### config.mk
export PLATFORM = sky130hd
export DESIGN_NAME = masked_sprite_row_compositor
export DESIGN_NICKNAME = d
export VERILOG_FILES = /design/src/sv/msrc_pkg.sv /design/src/sv/masked_sprite_row_compositor.sv /design/src/sv/msrc_ram.sv
export SDC_FILE = /design/constraint.sdc
export NUM_CORES = 1
export LEC_CHECK = 0
export BUFFER_PORTS_ARGS = -buffer_cell sky130_fd_sc_hd__buf_2
export CAP_MARGIN = 20
export CORE_ASPECT_RATIO = 0.5
export CORE_MARGIN = 1.5
export CORE_UTILIZATION = 55
export CTS_BUF_LIST = sky130_fd_sc_hd__clkbuf_4 sky130_fd_sc_hd__clkbuf_8 sky130_fd_sc_hd__clkbuf_16
export DETAILED_ROUTE_END_ITERATION = 6
export GPL_TIMING_DRIVEN = 0
export HOLD_SLACK_MARGIN = 0.12
export PLACE_DENSITY = 0.77
export SLEW_MARGIN = 20
export SYNTH_ARGS = -nofsm -noshare
export SYNTH_HDL_FRONTEND = slang
export SYNTH_HIERARCHICAL = 1
export SYNTH_SLANG_ARGS = --single-unit
### constraint.sdc
create_clock -name clk -period 5.6 [get_ports clk]
set_input_delay 1.12 -clock clk [delete_from_list [all_inputs] [get_ports clk]]
set_output_delay 1.12 -clock clk [all_outputs]
set_load 0.02 [all_outputs]
### src/sv/msrc_pkg.sv
// ----------------------------------------------------------------------------
// msrc_pkg
// types, constants and helpers of the masked sprite row compositor
// ----------------------------------------------------------------------------
package msrc_pkg;

	localparam int BUF_BYTES  = 72;
	localparam int ADDR_W     = 7;
	// buffer split on address bit 3 into two banks of 8-byte groups
	localparam int BANK_DEPTH = ((BUF_BYTES + 15) / 16) * 8;
	localparam int BANK_AW    = $clog2(BANK_DEPTH);

	typedef logic [7:0] pix_byte_t;
	typedef logic [ADDR_W-1:0] buf_addr_t;
	typedef logic [BANK_AW-1:0] bank_idx_t;

	typedef enum logic [1:0] {
		FUNC_WRITE = 2'd0,
		FUNC_READ  = 2'd1,
		FUNC_BLEND = 2'd2
	} func_t;

	function automatic logic [5:0] tile_base(input logic [1:0] tile);
		logic [5:0] base;
		case (tile)
			2'd0: base = 6'd0;
			2'd1: base = 6'd8;
			2'd2: base = 6'd24;
			2'd3: base = 6'd32;
			default: base = 6'd0;
		endcase
		return base;
	endfunction

	function automatic pix_byte_t rev8(input pix_byte_t b);
		pix_byte_t r;
		for (int i = 0; i < 8; i++) begin
			r[i] = b[7-i];
		end
		return r;
	endfunction

	// drop bit 3 (the bank select) to get the row inside a bank
	function automatic bank_idx_t bank_idx(input buf_addr_t a);
		return bank_idx_t'({a[6:4], a[2:0]});
	endfunction

endpackage

### src/sv/masked_sprite_row_compositor.sv
// ----------------------------------------------------------------------------
// masked_sprite_row_compositor
// The block keeps a 72-byte sprite buffer (3 by 3 cells of 8 rows, 24-byte
// stride) and takes one transaction per clock unless stalled: write a byte,
// read a byte, or blend one masked, optionally flipped, shifted sprite row
// into two bytes. A result is registered in stage 1 and then in the output
// register; the input stalls only while a finished result waits on a stalled
// output. The buffer lives in two rams split on address bit 3, so the two
// bytes of a blend, 8 apart, always fall in different banks; each bank does
// one read at accept and one write when the transaction leaves stage 1, with
// a bypass of the last write, and that read-modify-write per bank is what
// holds the rate at one per cycle unless stalled. Per-entry valid bits make
// the buffer read as zero right after reset, with no clearing pass.
// ----------------------------------------------------------------------------
module masked_sprite_row_compositor (
	input  logic       clk,
	input  logic       arst_n,
	input  logic       in_valid,
	output logic       in_stall,
	input  logic [1:0] func,
	input  logic [6:0] buf_addr,
	input  logic [7:0] buf_data,
	input  logic [1:0] tile_num,
	input  logic [2:0] row_num,
	input  logic [7:0] texture_byte,
	input  logic [7:0] mask_byte,
	input  logic       flip_h,
	input  logic [2:0] shift_h,
	input  logic [2:0] shift_v,
	output logic       out_valid,
	input  logic       out_stall,
	output logic [7:0] read_data
);

	localparam int NUM_BANKS = 2;

	logic accept;
	logic adv;
	msrc_pkg::func_t func_in;
	logic [3:0] row_sum;
	msrc_pkg::buf_addr_t dst_l;
	msrc_pkg::buf_addr_t dst_r;
	logic in_range;
	msrc_pkg::buf_addr_t bank_addr [NUM_BANKS];
	logic re [NUM_BANKS];

	logic valid_s1;
	msrc_pkg::func_t func_s1;
	logic in_range_s1;
	logic bank_sel_s1;
	logic left_bank_s1;
	msrc_pkg::bank_idx_t idx_s1 [NUM_BANKS];
	msrc_pkg::pix_byte_t data_s1;
	msrc_pkg::pix_byte_t tex_s1;
	msrc_pkg::pix_byte_t msk_s1;
	logic flip_s1;
	logic [2:0] sh_s1;

	msrc_pkg::pix_byte_t rd_data [NUM_BANKS];
	msrc_pkg::pix_byte_t old_byte [NUM_BANKS];
	msrc_pkg::pix_byte_t wdata [NUM_BANKS];
	logic we [NUM_BANKS];
	msrc_pkg::pix_byte_t tex_f;
	msrc_pkg::pix_byte_t msk_f;
	logic [15:0] tex_split;
	logic [15:0] msk_split;
	msrc_pkg::pix_byte_t result;

	logic valid_q [NUM_BANKS][msrc_pkg::BANK_DEPTH];
	logic fwd_en_q [NUM_BANKS];
	msrc_pkg::bank_idx_t fwd_idx_q [NUM_BANKS];
	msrc_pkg::pix_byte_t fwd_data_q [NUM_BANKS];

	logic out_valid_q;
	msrc_pkg::pix_byte_t read_data_q;

	assign adv      = valid_s1 && (!out_valid_q || !out_stall);
	assign in_stall = valid_s1 && out_valid_q && out_stall;
	assign accept   = in_valid && !in_stall;

	// input side: blend destination and bank read addresses
	always_comb begin
		func_in  = msrc_pkg::func_t'(func);
		row_sum  = {1'b0, row_num} + {1'b0, shift_v};
		dst_l    = msrc_pkg::buf_addr_t'(shift_v) + msrc_pkg::buf_addr_t'(row_num)
			+ msrc_pkg::buf_addr_t'(msrc_pkg::tile_base(tile_num))
			+ (row_sum[3] ? 7'd16 : 7'd0);
		dst_r    = dst_l + 7'd8;
		in_range = buf_addr < 7'(msrc_pkg::BUF_BYTES);
		for (int b = 0; b < NUM_BANKS; b++) begin
			if (func_in == msrc_pkg::FUNC_BLEND) begin
				bank_addr[b] = (dst_l[3] == 1'(b)) ? dst_l : dst_r;
			end else begin
				bank_addr[b] = buf_addr;
			end
			re[b] = accept && ((func_in == msrc_pkg::FUNC_BLEND)
				|| ((func_in == msrc_pkg::FUNC_READ) && in_range && (buf_addr[3] == 1'(b))));
		end
	end

	always_ff @(posedge clk or negedge arst_n) begin
		if (!arst_n) begin
			valid_s1 <= 1'b0;
		end else if (accept) begin
			valid_s1 <= 1'b1;
		end else if (adv) begin
			valid_s1 <= 1'b0;
		end
	end

	always_ff @(posedge clk) begin
		if (accept) begin
			func_s1      <= func_in;
			in_range_s1  <= in_range;
			bank_sel_s1  <= buf_addr[3];
			left_bank_s1 <= dst_l[3];
			data_s1      <= buf_data;
			tex_s1       <= texture_byte;
			msk_s1       <= mask_byte;
			flip_s1      <= flip_h;
			sh_s1        <= shift_h;
			for (int b = 0; b < NUM_BANKS; b++) begin
				idx_s1[b] <= msrc_pkg::bank_idx(bank_addr[b]);
			end
		end
	end

	// stage 1: merge against the old bytes or take the write byte, write back, and form the read result
	always_comb begin
		tex_f     = flip_s1 ? msrc_pkg::rev8(tex_s1) : tex_s1;
		msk_f     = flip_s1 ? msrc_pkg::rev8(msk_s1) : msk_s1;
		// high byte is the left part, low byte the right part
		tex_split = {tex_f, 8'h00} >> sh_s1;
		msk_split = {msk_f, 8'h00} >> sh_s1;
		for (int b = 0; b < NUM_BANKS; b++) begin
			if (!valid_q[b][idx_s1[b]]) begin
				old_byte[b] = 8'h00;
			end else if (fwd_en_q[b] && (fwd_idx_q[b] == idx_s1[b])) begin
				old_byte[b] = fwd_data_q[b];
			end else begin
				old_byte[b] = rd_data[b];
			end
			if (func_s1 == msrc_pkg::FUNC_BLEND) begin
				if (left_bank_s1 == 1'(b)) begin
					wdata[b] = (old_byte[b] & ~msk_split[15:8]) | tex_split[15:8];
				end else begin
					wdata[b] = (old_byte[b] & ~msk_split[7:0]) | tex_split[7:0];
				end
			end else begin
				wdata[b] = data_s1;
			end
			we[b] = adv && ((func_s1 == msrc_pkg::FUNC_BLEND)
				|| ((func_s1 == msrc_pkg::FUNC_WRITE) && in_range_s1
				&& (bank_sel_s1 == 1'(b))));
		end
		if ((func_s1 == msrc_pkg::FUNC_READ) && in_range_s1) begin
			result = old_byte[bank_sel_s1];
		end else begin
			result = 8'h00;
		end
	end

	for (genvar g = 0; g < NUM_BANKS; g++) begin : g_bank
		msrc_ram #(
			.WIDTH(8),
			.DEPTH(msrc_pkg::BANK_DEPTH)
		) u_ram (
			.clk  (clk),
			.we   (we[g]),
			.waddr(idx_s1[g]),
			.wdata(wdata[g]),
			.re   (re[g]),
			.raddr(msrc_pkg::bank_idx(bank_addr[g])),
			.rdata(rd_data[g])
		);
	end

	// valid bits and last-write bypass per bank
	always_ff @(posedge clk or negedge arst_n) begin
		if (!arst_n) begin
			for (int b = 0; b < NUM_BANKS; b++) begin
				fwd_en_q[b] <= 1'b0;
				for (int i = 0; i < msrc_pkg::BANK_DEPTH; i++) begin
					valid_q[b][i] <= 1'b0;
				end
			end
		end else begin
			for (int b = 0; b < NUM_BANKS; b++) begin
				if (we[b]) begin
					fwd_en_q[b]           <= 1'b1;
					valid_q[b][idx_s1[b]] <= 1'b1;
				end
			end
		end
	end

	always_ff @(posedge clk) begin
		for (int b = 0; b < NUM_BANKS; b++) begin
			if (we[b]) begin
				fwd_idx_q[b]  <= idx_s1[b];
				fwd_data_q[b] <= wdata[b];
			end
		end
	end

	always_ff @(posedge clk or negedge arst_n) begin
		if (!arst_n) begin
			out_valid_q <= 1'b0;
		end else if (adv) begin
			out_valid_q <= 1'b1;
		end else if (!out_stall) begin
			out_valid_q <= 1'b0;
		end
	end

	always_ff @(posedge clk) begin
		if (adv) begin
			read_data_q <= result;
		end
	end

	assign out_valid = out_valid_q;
	assign read_data = read_data_q;

endmodule

### src/sv/msrc_ram.sv
// ----------------------------------------------------------------------------
// msrc_ram
// generic single-write, single-read ram with registered read data
// ----------------------------------------------------------------------------
module msrc_ram #(
	parameter int WIDTH = 8,
	parameter int DEPTH = msrc_pkg::BANK_DEPTH
) (
	input  logic                     clk,
	input  logic                     we,
	input  logic [$clog2(DEPTH)-1:0] waddr,
	input  logic [WIDTH-1:0]         wdata,
	input  logic                     re,
	input  logic [$clog2(DEPTH)-1:0] raddr,
	output logic [WIDTH-1:0]         rdata
);

	logic [WIDTH-1:0] mem [DEPTH];

	always_ff @(posedge clk) begin
		if (we) begin
			mem[waddr] <= wdata;
		end
	end

	always_ff @(posedge clk) begin
		if (re) begin
			rdata <= mem[raddr];
		end
	end

endmodule

Yosys cells after proc, flatten, opt, wreduce, memory -nomap -nowiden
Memories as Yosys holds them, arrays and structs flattened. A register that Yosys moved wholly into a read port is not among the register bits.
Index checks and enable logic that the tools add are counted.
Widths: inputs -> output; s select.

cells by class
  bitwise operators = 17
  mux-type cells = 39
  equal/unequal tests = 10
  shift-type cells = 2
  magnitude comparators = 6
  add/subtract/negate cells = 5
  reduce and logical (&&, ||, !) cells = 30

operators with widths
  cell                 count
  $mux 8               13
  $or 40x40->40        2
  $and 8x8->8          4
  $or 8x8->8           4
  $shr 16x3->16        2
  $mux 7               4
  $pmux 6 s4           1
  $logic_and 1x1->1    19
  $mux 1               16
  $not 8->8            2
  $ge 7x7->1 const B   2
  $lt 7x1->1 const B   2
  $not 6->7            2
  $bmux 1 s6           2
  $demux 1 s6          2
  $eq 6x6->1           2
  $add 3x3->4          2
  $eq 2x2->1 const B   4
  $add 4x6->7          1
  $add 7x4->7 const B  1
  $add 7x5->7          1
  $lt 7x7->1 const B   1
  $eq 2x1->1 const B   3
  $logic_or 1x1->1     5
  other kinds (8)      12

word-level totals
  RAM bits = 680
  memories = 5
  word-level logic and storage cells = 208
  input bits = 49
  register bits after elaboration = 125
  output and inout port bits = 10

memory list
  name                 words  bits a word  rd ports  clocked after memory_dff  write ports  line                                text
  g_bank[0].u_ram.mem  40     8            1         1                         1            msrc_ram.sv:18                      logic [WIDTH-1:0] mem [DEPTH];
  g_bank[1].u_ram.mem  40     8            1         1                         1            msrc_ram.sv:18
  fwd_data_q           2      8            2         0                         2            masked_sprite_row_compositor.sv:72  msrc_pkg::pix_byte_t fwd_data_q [NUM_BANKS];
  fwd_idx_q            2      6            2         0                         2            masked_sprite_row_compositor.sv:71  msrc_pkg::bank_idx_t fwd_idx_q [NUM_BANKS];
  idx_s1               2      6            2         0                         2            masked_sprite_row_compositor.sv:52  msrc_pkg::bank_idx_t idx_s1 [NUM_BANKS];

Logic depth before layout (Yosys ltp)
Gate-level depths: netlist (run 1).

  depth in word-level cells = 9
  mapped depth = 15
  mapped depth without buffers = 14

Hierarchy
Netlist (run 1), hierarchy kept.

modules (own cells, without submodules)
  module                        times used  area an instance (um^2)  cells an instance
  msrc_ram                      2           13,073.8                 696
  masked_sprite_row_compositor  1           8,514.4                  715

Least setup slack after synthesis (run 1)
Ideal clock, no wire load.

  path type = flip-flop to flip-flop
  start = memory idx_s1[0][7] (netlist bit)
  end = memory fwd_data_q[0][1] (netlist bit), data pin
  slack = 1.119 ns
  cell stages (with the launch flop) = 10
  clock period less this slack = 4.481 ns
  required time = 5.062 ns
  data arrival time = 3.942 ns
  buffers on the path = 3
  cell sequence = edfxtp_1 > buf_6 > buf_12 > buf_12 > xnor2_2 > nand4_1 > nor4_4 > mux2i_1 > o221a_2 > o31ai_1

RTL lines
  what                line
  start: declaration  masked_sprite_row_compositor.sv:52
  end: declaration    masked_sprite_row_compositor.sv:72

==> impl_metrics.json, run 1 <==
{
  "final_nets": 2316,
  "setup_slack_ps": 1010,
  "hold_viol_final": 0,
  "clockBufferDepth": 3,
  "busiest_layer": "met2",
  "cts.clk_slew.worst_paths_ps": 60,
  "routed_wl_microns": 85200,
  "cp-end-kind": "flop",
  "path_max_fanout": 8,
  "grt_max_degree": 51,
  "final_cell_mix": "734 x edfxtp_1, 305 x mux2i_1, 109 x nor2_1",
  "antenna_found_initial": 4,
  "skew_ps": 29.6,
  "die-width_microns": 358,
  "dpl_worst_slack_ps": 467,
  "synthFlopType": "edfxtp_1",
  "synth_edf_count": 734,
  "timing.hold.ws_ps": 455,
  "status": "finished, final reports clean",
  "fin_area_sq_um": 38800,
  "utilization_pct": 62.9,
  "post_cts_buffers": 0,
  "startpoint_type": "input pin",
  "critical_path_class": "input pin to flop",
  "drive_above_1_share_pct": 18.3,
  "cts.htree.levels": 3,
  "tns_ps": 0,
  "coreArea_sq_um": 61700,
  "holdCritPathClass": "flop to flop",
  "vias_per_cell": 6.42,
  "num_antenna_cells": 0,
  "grt_util_met2_pct": 38.9,
  "avgSynthCellArea_sq_um": 16.5,
  "required_ps": 5930,
  "cts_tree": "built",
  "area_delta_synth_final_pct": 11.9,
  "regToRegSetupSlack_ps": 1180,
  "first_pass_iters": 6,
  "grtUsageTotal_pct": 26.4,
  "grt_pass1_vias": 19800,
  "cts_buffers": 71,
  "critPathArrivalTime_ps": 4920,
  "start_util_pct": 56.1,
  "rsz0062_at_grt": "no",
  "ctsRootBufferMaster": "clkbuf_16",
  "drt-initial-drc-count": 2560,
  "setup-violations-final": 0,
  "synthDistinctLibCells": 82,
  "detail_route.wl_per_cell_microns": 27.2,
  "layout_commonest_cell": "edfxtp_1",
  "power.density_nw_per_um2": 349,
  "cap_violations": 0,
  "dpl_cell_area_sq_um": 36500,
  "yosysWarnings": 6,
  "ant_nets": 0,
  "async_reset_ff_share_pct": 10.3,
  "insertion_delay_ps": 620,
  "leakage_nw": 13.7,
  "grt_util_met1_pct": 38.6,
  "dieArea_sq_um": 64600,
  "grt_remaining_overflow": 0,
  "dpl.hpwl_microns": 57700,
  "peakVddDrop_mv": 0.216,
  "synth_cells": 2107,
  "synth_seq_cells": 818,
  "fp.dieH_microns": 181,
  "syn_area_sq_um": 34700,
  "drc": 0,
  "finalCritPeriodShare_pct": 82.0,
  "cts_sinks": 818,
  "io_pins": 59,
  "maxSlewViolCount": 0,
  "holdBufCountCts": 0,
  "vias": 20100,
  "max_freq_mhz": 218,
  "tightest_slew_ps": 1120,
  "rows": 64,
  "syn_nets": 2165,
  "period_minus_slack_ps": 4590,
  "grt_pass1_wl_microns": 126000,
  "met3_usage_pct": 6.98,
  "yosysSeqAreaShare_pct": 69.7,
  "slew_headroom_pct": 24.6,
  "routabilityCongestion": 0.956,
  "ctsResizeCount": 0,
  "port_buffers": 58
}
## power breakdown
| group | leakage [nW] | internal (mW) | total (mW) | switching, mW |
|---|---|---|---|---|
| Combinational | 4.80 | 0.606 | 1.66 | 1.05 |
| Clock | 1.14 | 2.72 | 4.92 | 2.20 |
| Sequential | 7.79 | 6.89 | 6.98 | 0.0902 |
## worst paths after layout
kind                                   startpoint  cells past startpoint                                    to
setup / recovery                       row_num[1]                     15    g_bank[1].u_ram/rdata[6]$_DFFE_PP_
hold / removal             valid_q[1]$_DFFE_PN0P_                      1                valid_q[1]$_DFFE_PN0P_
setup reg to reg           idx_s1[0][7]$_DFFE_PP_                     10  g_bank[0].u_ram/mem[35][6]$_DFFE_PP_
hold reg to reg            valid_q[1]$_DFFE_PN0P_                      1                valid_q[1]$_DFFE_PN0P_
max in group asynchronous                  arst_n                      2               valid_q[59]$_DFFE_PN0P_
min in group asynchronous                  arst_n                      1                  valid_s1$_DFFE_PN0P_
## flip-flops by register name (all words and copies together), names as in the netlist, 2 cells and up
signal / cells
data_s1: 8
func_s1: 2
fwd_data_q: 16
fwd_en_q: 2
fwd_idx_q: 12
g_bank.u_ram/mem: 640
g_bank.u_ram/rdata: 16
idx_s1: 9
msk_s1: 8
read_data: 8
sh_s1: 3
tex_s1: 8
valid_q: 80
## cell usage after synthesis (all sizes together), types with 5 or more instances
| master | n | area [sq um] |
|---|---|---|
| mux4 | 47 | 1060 |
| a22o | 39 | 342 |
| mux2i | 305 | 3050 |
| clkbuf | 46 | 173 |
| o32ai | 7 | 61.3 |
| nor2 | 111 | 417 |
| a21oi | 51 | 255 |
| xor2 | 11 | 96.3 |
| nor2b | 17 | 106 |
| mux2 | 32 | 360 |
| xnor2 | 8 | 77.6 |
| ha | 8 | 100 |
| o21bai | 56 | 420 |
| or2 | 6 | 37.5 |
| a31oi | 5 | 31.3 |
| o21ai | 31 | 155 |
| a21o | 22 | 165 |
| nand3 | 25 | 125 |
| nor3 | 18 | 90.1 |
| buf | 77 | 618 |
| nand2 | 88 | 333 |
| nand3b | 6 | 45.0 |
| nand4 | 5 | 31.3 |
| o22ai | 18 | 113 |
| o41ai | 16 | 260 |
| edfxtp | 734 | 22000 |
| and2 | 15 | 93.8 |
| dfrtp | 84 | 2100 |
| inv | 21 | 78.8 |
| a22oi | 70 | 526 |
| a221oi | 35 | 474 |
| nand2b | 19 | 119 |
## critical path, stage by stage
cell and delay (ps):
buf_2 110, ha_1 280, a21o_1 170, a21oi_1 250, inv_1 100, ha_1 350, xor2_1 260, ha_1 240
nand2_1 70, xor2_1 140, a21oi_1 480, nand2b_1 190, clkbuf_1 330, o22ai_1 220, o41ai_2 600
## stage by stage
stage | power [mW] | cells
2_1_floorplan | 8.10 | 2107
3_3_place_gp | 8.62 | 2990
3_5_place_dp | 8.72 | 3010
4_1_cts | 13.6 | 3137
5_1_grt | 13.9 | 3137
6_report | 13.6 | 3137
## logic make-up (layout without fill, tap and decap cells)
| group | Yosys count | count (layout) | synth area share, % |
|---|---|---|---|
| mux | 384 | 384 | 12.9 |
| simple gates | 330 | 330 | 4.58 |
| flops | 818 | 818 | 69.7 |
| compound gates | 401 | 401 | 9.49 |
| buf+inv | 146 | 351 | 2.53 |
| xor+xnor | 19 | 19 | 0.502 |
| fa+ha+maj | 9 | 9 | 0.347 |
## layer usage
metal	share of wire [%]	routed length [microns]
met1	42	35600
met4	2.9	2490
met5	0.027	23
met3	11	9060
met2	45	38100
## final cells by class
| class | count | area [sq um] |
|---|---|---|
| Multi-Input combinational cell | 1143 | 9760 |
| Inverter | 23 | 86.3 |
| Buffer | 123 | 791 |
| Timing Repair Buffer | 78 | 683 |
| Fill cell | 4243 | 22900 |
| Tap cell | 825 | 1030 |
| Clock buffer | 89 | 1940 |
| Clock inverter | 38 | 369 |
| Sequential cell | 818 | 24100 |
Power figures use the tool's default switching activity.
==> run 2, diff against run 1 <==
clock period = 4.6 ns   (was 5.6 ns; I/O delays follow)
==> impl_metrics.json, run 2 (synthesis gave the netlist of run 1 again) <==
{
  "cp.depth": 10,
  "critPathArrivalTime_ps": 4650,
  "cts.htree.levels": 3,
  "holdBufCountCts": 0,
  "tns_ps": 0,
  "peakVddDrop_mv": 0.264,
  "grt_max_degree": 51,
  "cp-end-kind": "flop",
  "grt_util_met2_pct": 38.9,
  "detail_route.wl_per_cell_microns": 27.2,
  "rsz0062_at_grt": "no",
  "cp_common_cell": "buf_6",
  "start_util_pct": 56.1,
  "period_minus_slack_ps": 4390,
  "post_cts_buffers": 0,
  "regToRegSetupSlack_ps": 210,
  "reg2reg_depth": 10,
  "holdCritPathClass": "input pin to asynchronous set/reset pin",
  "ant_nets": 0,
  "drt-initial-drc-count": 2614,
  "die-width_microns": 358,
  "r2r-start": "idx_s1[0][7]$_DFFE_PP_",
  "cts_tree": "built",
  "final_cell_mix": "734 x edfxtp_1, 305 x mux2i_1, 109 x nor2_1",
  "port_buffers": 58,
  "crit_slowest_cell": "edfxtp_1",
  "setup-violations-final": 0,
  "largest_reg_flops": 640,
  "antenna_found_initial": 4,
  "grt_pass1_vias": 19800,
  "routabilityCongestion": 0.956,
  "cpLargestDelayFamily": "compound AO/OA/AOI/OAI gates",
  "startpoint": "idx_s1[0][7]$_DFFE_PP_",
  "coreArea_sq_um": 61700,
  "critPathBufInv": 4,
  "grt_remaining_overflow": 0,
  "maxSlewViolCount": 0,
  "required_ps": 4860,
  "cts_buffers": 71,
  "ctsResizeCount": 0,
  "setup.worst_path.end": "g_bank[0].u_ram/mem[35][6]$_DFFE_PP_",
  "cpPeakStageDelay_ps": 910,
  "num_antenna_cells": 0,
  "skew_ps": 31.4,
  "dieArea_sq_um": 64600,
  "grt_pass1_wl_microns": 126000,
  "hold_viol_final": 0,
  "cts.clk_slew.worst_paths_ps": 70,
  "grtUsageTotal_pct": 26.4,
  "dpl.hpwl_microns": 57700,
  "timing.rr.end": "g_bank[0].u_ram/mem[35][6]$_DFFE_PP_",
  "max_freq_mhz": 228,
  "tightest_slew_ps": 1160,
  "setup_slack_ps": 207,
  "clockBufferDepth": 3,
  "routed_wl_microns": 85400,
  "power.density_nw_per_um2": 426,
  "leakage_nw": 13.7,
  "io_pins": 59,
  "cap_violations": 0,
  "crit_chain": "buf_6, buf_12, inv_1, nor3_1, a222oi_1, o2bb2ai_1, a221oi_4, buf_6, o21ai_0, o221a_2",
  "total_power_mw": 16.5,
  "vias": 20200,
  "timing.hold.ws_ps": 321,
  "largest-register": "g_bank.u_ram/mem",
  "area_delta_synth_final_pct": 12.0,
  "drc": 0,
  "final_nets": 2316,
  "slew_headroom_pct": 22.4,
  "layout_commonest_cell": "edfxtp_1",
  "utilization_pct": 62.9,
  "grt_util_met1_pct": 38.6,
  "met3_usage_pct": 6.98,
  "critical_path_class": "flop to flop",
  "rows": 64,
  "dpl_worst_slack_ps": -333,
  "status": "finished, final reports clean",
  "busiest_layer": "met2",
  "insertion_delay_ps": 620,
  "ctsRootBufferMaster": "clkbuf_16",
  "finalCritPeriodShare_pct": 95.5,
  "cts_sinks": 818,
  "first_pass_iters": 6,
  "fp.dieH_microns": 181,
  "vias_per_cell": 6.44,
  "drive_above_1_share_pct": 18.3,
  "path_max_fanout": 41,
  "largestRegisters": "g_bank.u_ram/mem x640, valid_q x80",
  "startpoint_type": "flop"
}
## run 2: worst min path at each step
stage / from / endpoint / slack [ps] / cells past startpoint
finish: arst_n / valid_s1$_DFFE_PN0P_ / 320 / 1
global route: arst_n / valid_s1$_DFFE_PN0P_ / 360 / 1
CTS: arst_n / valid_s1$_DFFE_PN0P_ / 330 / 1
detailed placement: valid_q[66]$_DFFE_PN0P_ / valid_q[66]$_DFFE_PN0P_ / 440 / 1
global placement: valid_q[0]$_DFFE_PN0P_ / valid_q[0]$_DFFE_PN0P_ / 430 / 1
floorplan: valid_q[64]$_DFFE_PN0P_ / valid_q[64]$_DFFE_PN0P_ / 420 / 1
## run 2: cell type report
type	instances	area [sq um]
flip-flops and latches	818	24100
fillers	4244	22900
multi-input cells	1143	9760
clock buffers	89	1940
well taps	825	1030
plain buffers	123	791
repair buffers	78	683
clock inverters	38	369
inverters	23	86.3
## run 2: layer usage
metal	up-vias	routed length, microns	share of wire, %
li1	8626	-	-
met1	10300	35800	42
met2	1110	37900	44
met3	173	8960	11
met4	4	2690	3.2
met5	-	23	0.027
## run 2: stage by stage
step / cells / area (sq um)
2_1_floorplan: 2107 / 34700
3_3_place_gp: 2990 / 36000
3_5_place_dp: 3010 / 36500
4_1_cts: 3137 / 38800
5_1_grt: 3137 / 38800
6_report: 3137 / 38800
## run 2: power by group
part	total, mW	internal, mW	switching, mW	leakage (nW)
combinational	2.02	0.738	1.28	4.80
sequential	8.50	8.39	0.109	7.79
clock	6.00	3.31	2.69	1.14
total	16.5	12.4	4.08	13.7
==> run 3, diff against run 2 <==
CTS_BUF_LIST = sky130_fd_sc_hd__clkbuf_2   (was sky130_fd_sc_hd__clkbuf_4 sky130_fd_sc_hd__clkbuf_8 sky130_fd_sc_hd__clkbuf_16)
clock period = 4.3 ns   (was 4.6 ns; I/O delays follow)
==> impl_metrics.json, run 3 (synthesis gave the netlist of run 1 again) <==
{
  "status": "finished, final reports clean",
  "ant_nets": 0,
  "peakVddDrop_mv": 0.258,
  "vias_per_cell": 6.11,
  "regToRegSetupSlack_ps": 250,
  "tns_ps": 0,
  "cpLargestDelayFamily": "compound AO/OA/AOI/OAI gates",
  "cpPeakStageDelay_ps": 620,
  "cap_violations": 0,
  "cts_sinks": 818,
  "coreArea_sq_um": 61700,
  "final_cell_mix": "734 x edfxtp_1, 305 x mux2i_1, 263 x clkbuf_2",
  "drt-initial-drc-count": 2264,
  "maxSlewViolCount": 0,
  "hold_viol_final": 0,
  "max_freq_mhz": 247,
  "p_int_mw": 11.7,
  "cts.clk_slew.worst_paths_ps": 100,
  "routabilityCongestion": 0.910,
  "worst_hold_path.endpoint": "idx_s1[0][6]$_DFFE_PP_",
  "timing.hold.ws_ps": 243,
  "rsz0062_at_grt": "no",
  "area_delta_synth_final_pct": 11.5,
  "port_buffers": 58,
  "grt_pass1_vias": 20600,
  "fp.dieH_microns": 181,
  "combPwrFrac_pct": 13.4,
  "io_pins": 59,
  "critical_path_class": "flop to flop",
  "critPathBufInv": 3,
  "grt_pass1_wl_microns": 126000,
  "drive_above_1_share_pct": 23.2,
  "crit_slowest_cell": "edfxtp_1",
  "cts_buffers": 176,
  "largest-register": "g_bank.u_ram/mem",
  "r2r-start": "idx_s1[0][8]$_DFFE_PP_",
  "largest_reg_flops": 640,
  "final_nets": 2464,
  "dieArea_sq_um": 64600,
  "largestRegisters": "g_bank.u_ram/mem x640, valid_q x80",
  "dpl.hpwl_microns": 55100,
  "layout_commonest_cell": "edfxtp_1",
  "clockBufferDepth": 3,
  "reg2reg_depth": 10,
  "hold_start": "shift_v[0]",
  "cp_common_cell": "buf_2",
  "routed_wl_microns": 83900,
  "crit_chain": "buf_2, buf_2, nor3_1, a22oi_1, a311oi_1, a311o_1, nand2_2, o31a_1, o21ai_4, buf_16",
  "rows": 64,
  "die-width_microns": 358,
  "holdCritPathClass": "input pin to flop",
  "finalCritPeriodShare_pct": 94.3,
  "startpoint_type": "flop",
  "cts.htree.levels": 4,
  "detail_route.wl_per_cell_microns": 24.9,
  "slew_headroom_pct": 36.0,
  "clkPwrFrac_pct": 30.5,
  "required_ps": 5370,
  "path_max_fanout": 24,
  "drc": 0,
  "cts_tree": "built",
  "cp-end-kind": "flop",
  "swShare_pct": 27.6,
  "setup-violations-final": 0,
  "insertion_delay_ps": 1350,
  "seq_power_share_pct": 56.1,
  "leakage_nw": 14.0,
  "first_pass_iters": 6,
  "start_util_pct": 56.1,
  "grt_max_degree": 57,
  "antenna_found_initial": 3,
  "skew_ps": 125,
  "holdPathStages": 4,
  "vias": 20600,
  "power.density_nw_per_um2": 419,
  "timing.rr.end": "g_bank[1].u_ram/mem[37][1]$_DFFE_PP_",
  "critPathArrivalTime_ps": 5120,
  "switching_power_mw": 4.46,
  "period_minus_slack_ps": 4050,
  "ctsRootBufferMaster": "clkbuf_2",
  "grt_remaining_overflow": 0,
  "tightest_slew_ps": 957,
  "grtUsageTotal_pct": 26.2
}
-- run 3: cell types whose count changed in the layout (fill, tap and decap cells not counted), sizes merged --
cell,before,now
clkbuf,135,309
dlygate4sd3,0,41
clkinv,27,38
diode,0,5
inv,25,22
buf,155,157
-- run 3: layer usage --
metal | vias to the layer above | wire length [microns] | GRT usage (%)
met5 | - | 0 | 0
met4 | 0 | 1960 | 8.30
met3 | 141 | 8240 | 6.56
met2 | 1041 | 39500 | 40.5
met1 | 10400 | 34300 | 36.7
li1 | 9035 | - | -
-- run 3: per-stage QoR --
stage               cell area (sq um)  setup slack (ps)  cells  total power, mW  util [%]
finish                          38600               245   3367             16.2      62.6
global route                    38600               145   3366             16.8      62.6
CTS                             38600              25.2   3360             16.2      62.5
detailed placement              36500              -757   3009             11.3      59.1
global placement                36000             -3380   2990             11.2      58.3
floorplan                       34700              9.83   2107             10.5         -
-- run 3: power groups by stage --
stage          Clock, mW  Sequential [mW]  Combinational [mW]
2_1_floorplan          0             9.22                1.33
3_3_place_gp           0             9.27                1.93
3_5_place_dp           0             9.25                2.08
4_1_cts             5.02             9.08                2.12
5_1_grt             5.42             9.09                2.28
6_report            4.93             9.08                2.17
-- run 3: layout make-up --
cell class	count	area, sq um
Timing Repair Buffer	121	1140
Multi-Input combinational cell	1143	9770
Fill cell	4401	23100
Clock inverter	46	338
Sequential cell	818	24100
Antenna cell	5	12.5
Tap cell	825	1030
Buffer	123	791
Inverter	23	86.3
Clock buffer	263	1320
-- run 3: worst max-delay path by stage --
stage | start | endpoint | depth (start not counted) | slack (ps)
2_1_floorplan | idx_s1[0][7]$_DFFE_PP_ | fwd_data_q[0][15]$_DFFE_PP_ | 10 | 10
3_3_place_gp | idx_s1[0][7]$_DFFE_PP_ | g_bank[1].u_ram/mem[22][7]$_DFFE_PP_ | 10 | -3380
3_5_place_dp | row_num[1] | g_bank[1].u_ram/rdata[6]$_DFFE_PP_ | 15 | -760
4_1_cts | idx_s1[0][7]$_DFFE_PP_ | g_bank[0].u_ram/mem[6][6]$_DFFE_PP_ | 9 | 30
5_1_grt | idx_s1[0][6]$_DFFE_PP_ | g_bank[1].u_ram/mem[37][1]$_DFFE_PP_ | 10 | 140
6_report | idx_s1[0][8]$_DFFE_PP_ | g_bank[1].u_ram/mem[37][1]$_DFFE_PP_ | 10 | 250
-- run 3: what timing repair did --
| action | CTS | global route |
|---|---|---|
| gates resized for setup | 0 | 3 |
| hold buffers | 42 | 0 |
| hold endpoints to repair | 126 | 0 |
| setup buffers | 0 | 2 |
| setup endpoints to repair | 0 | 101 |
-- run 3: tightest hold or removal path, stage by stage --
cell and delay [ps]:
buf_2 80, ha_1 110, nand2_1 40, nand2_1 250
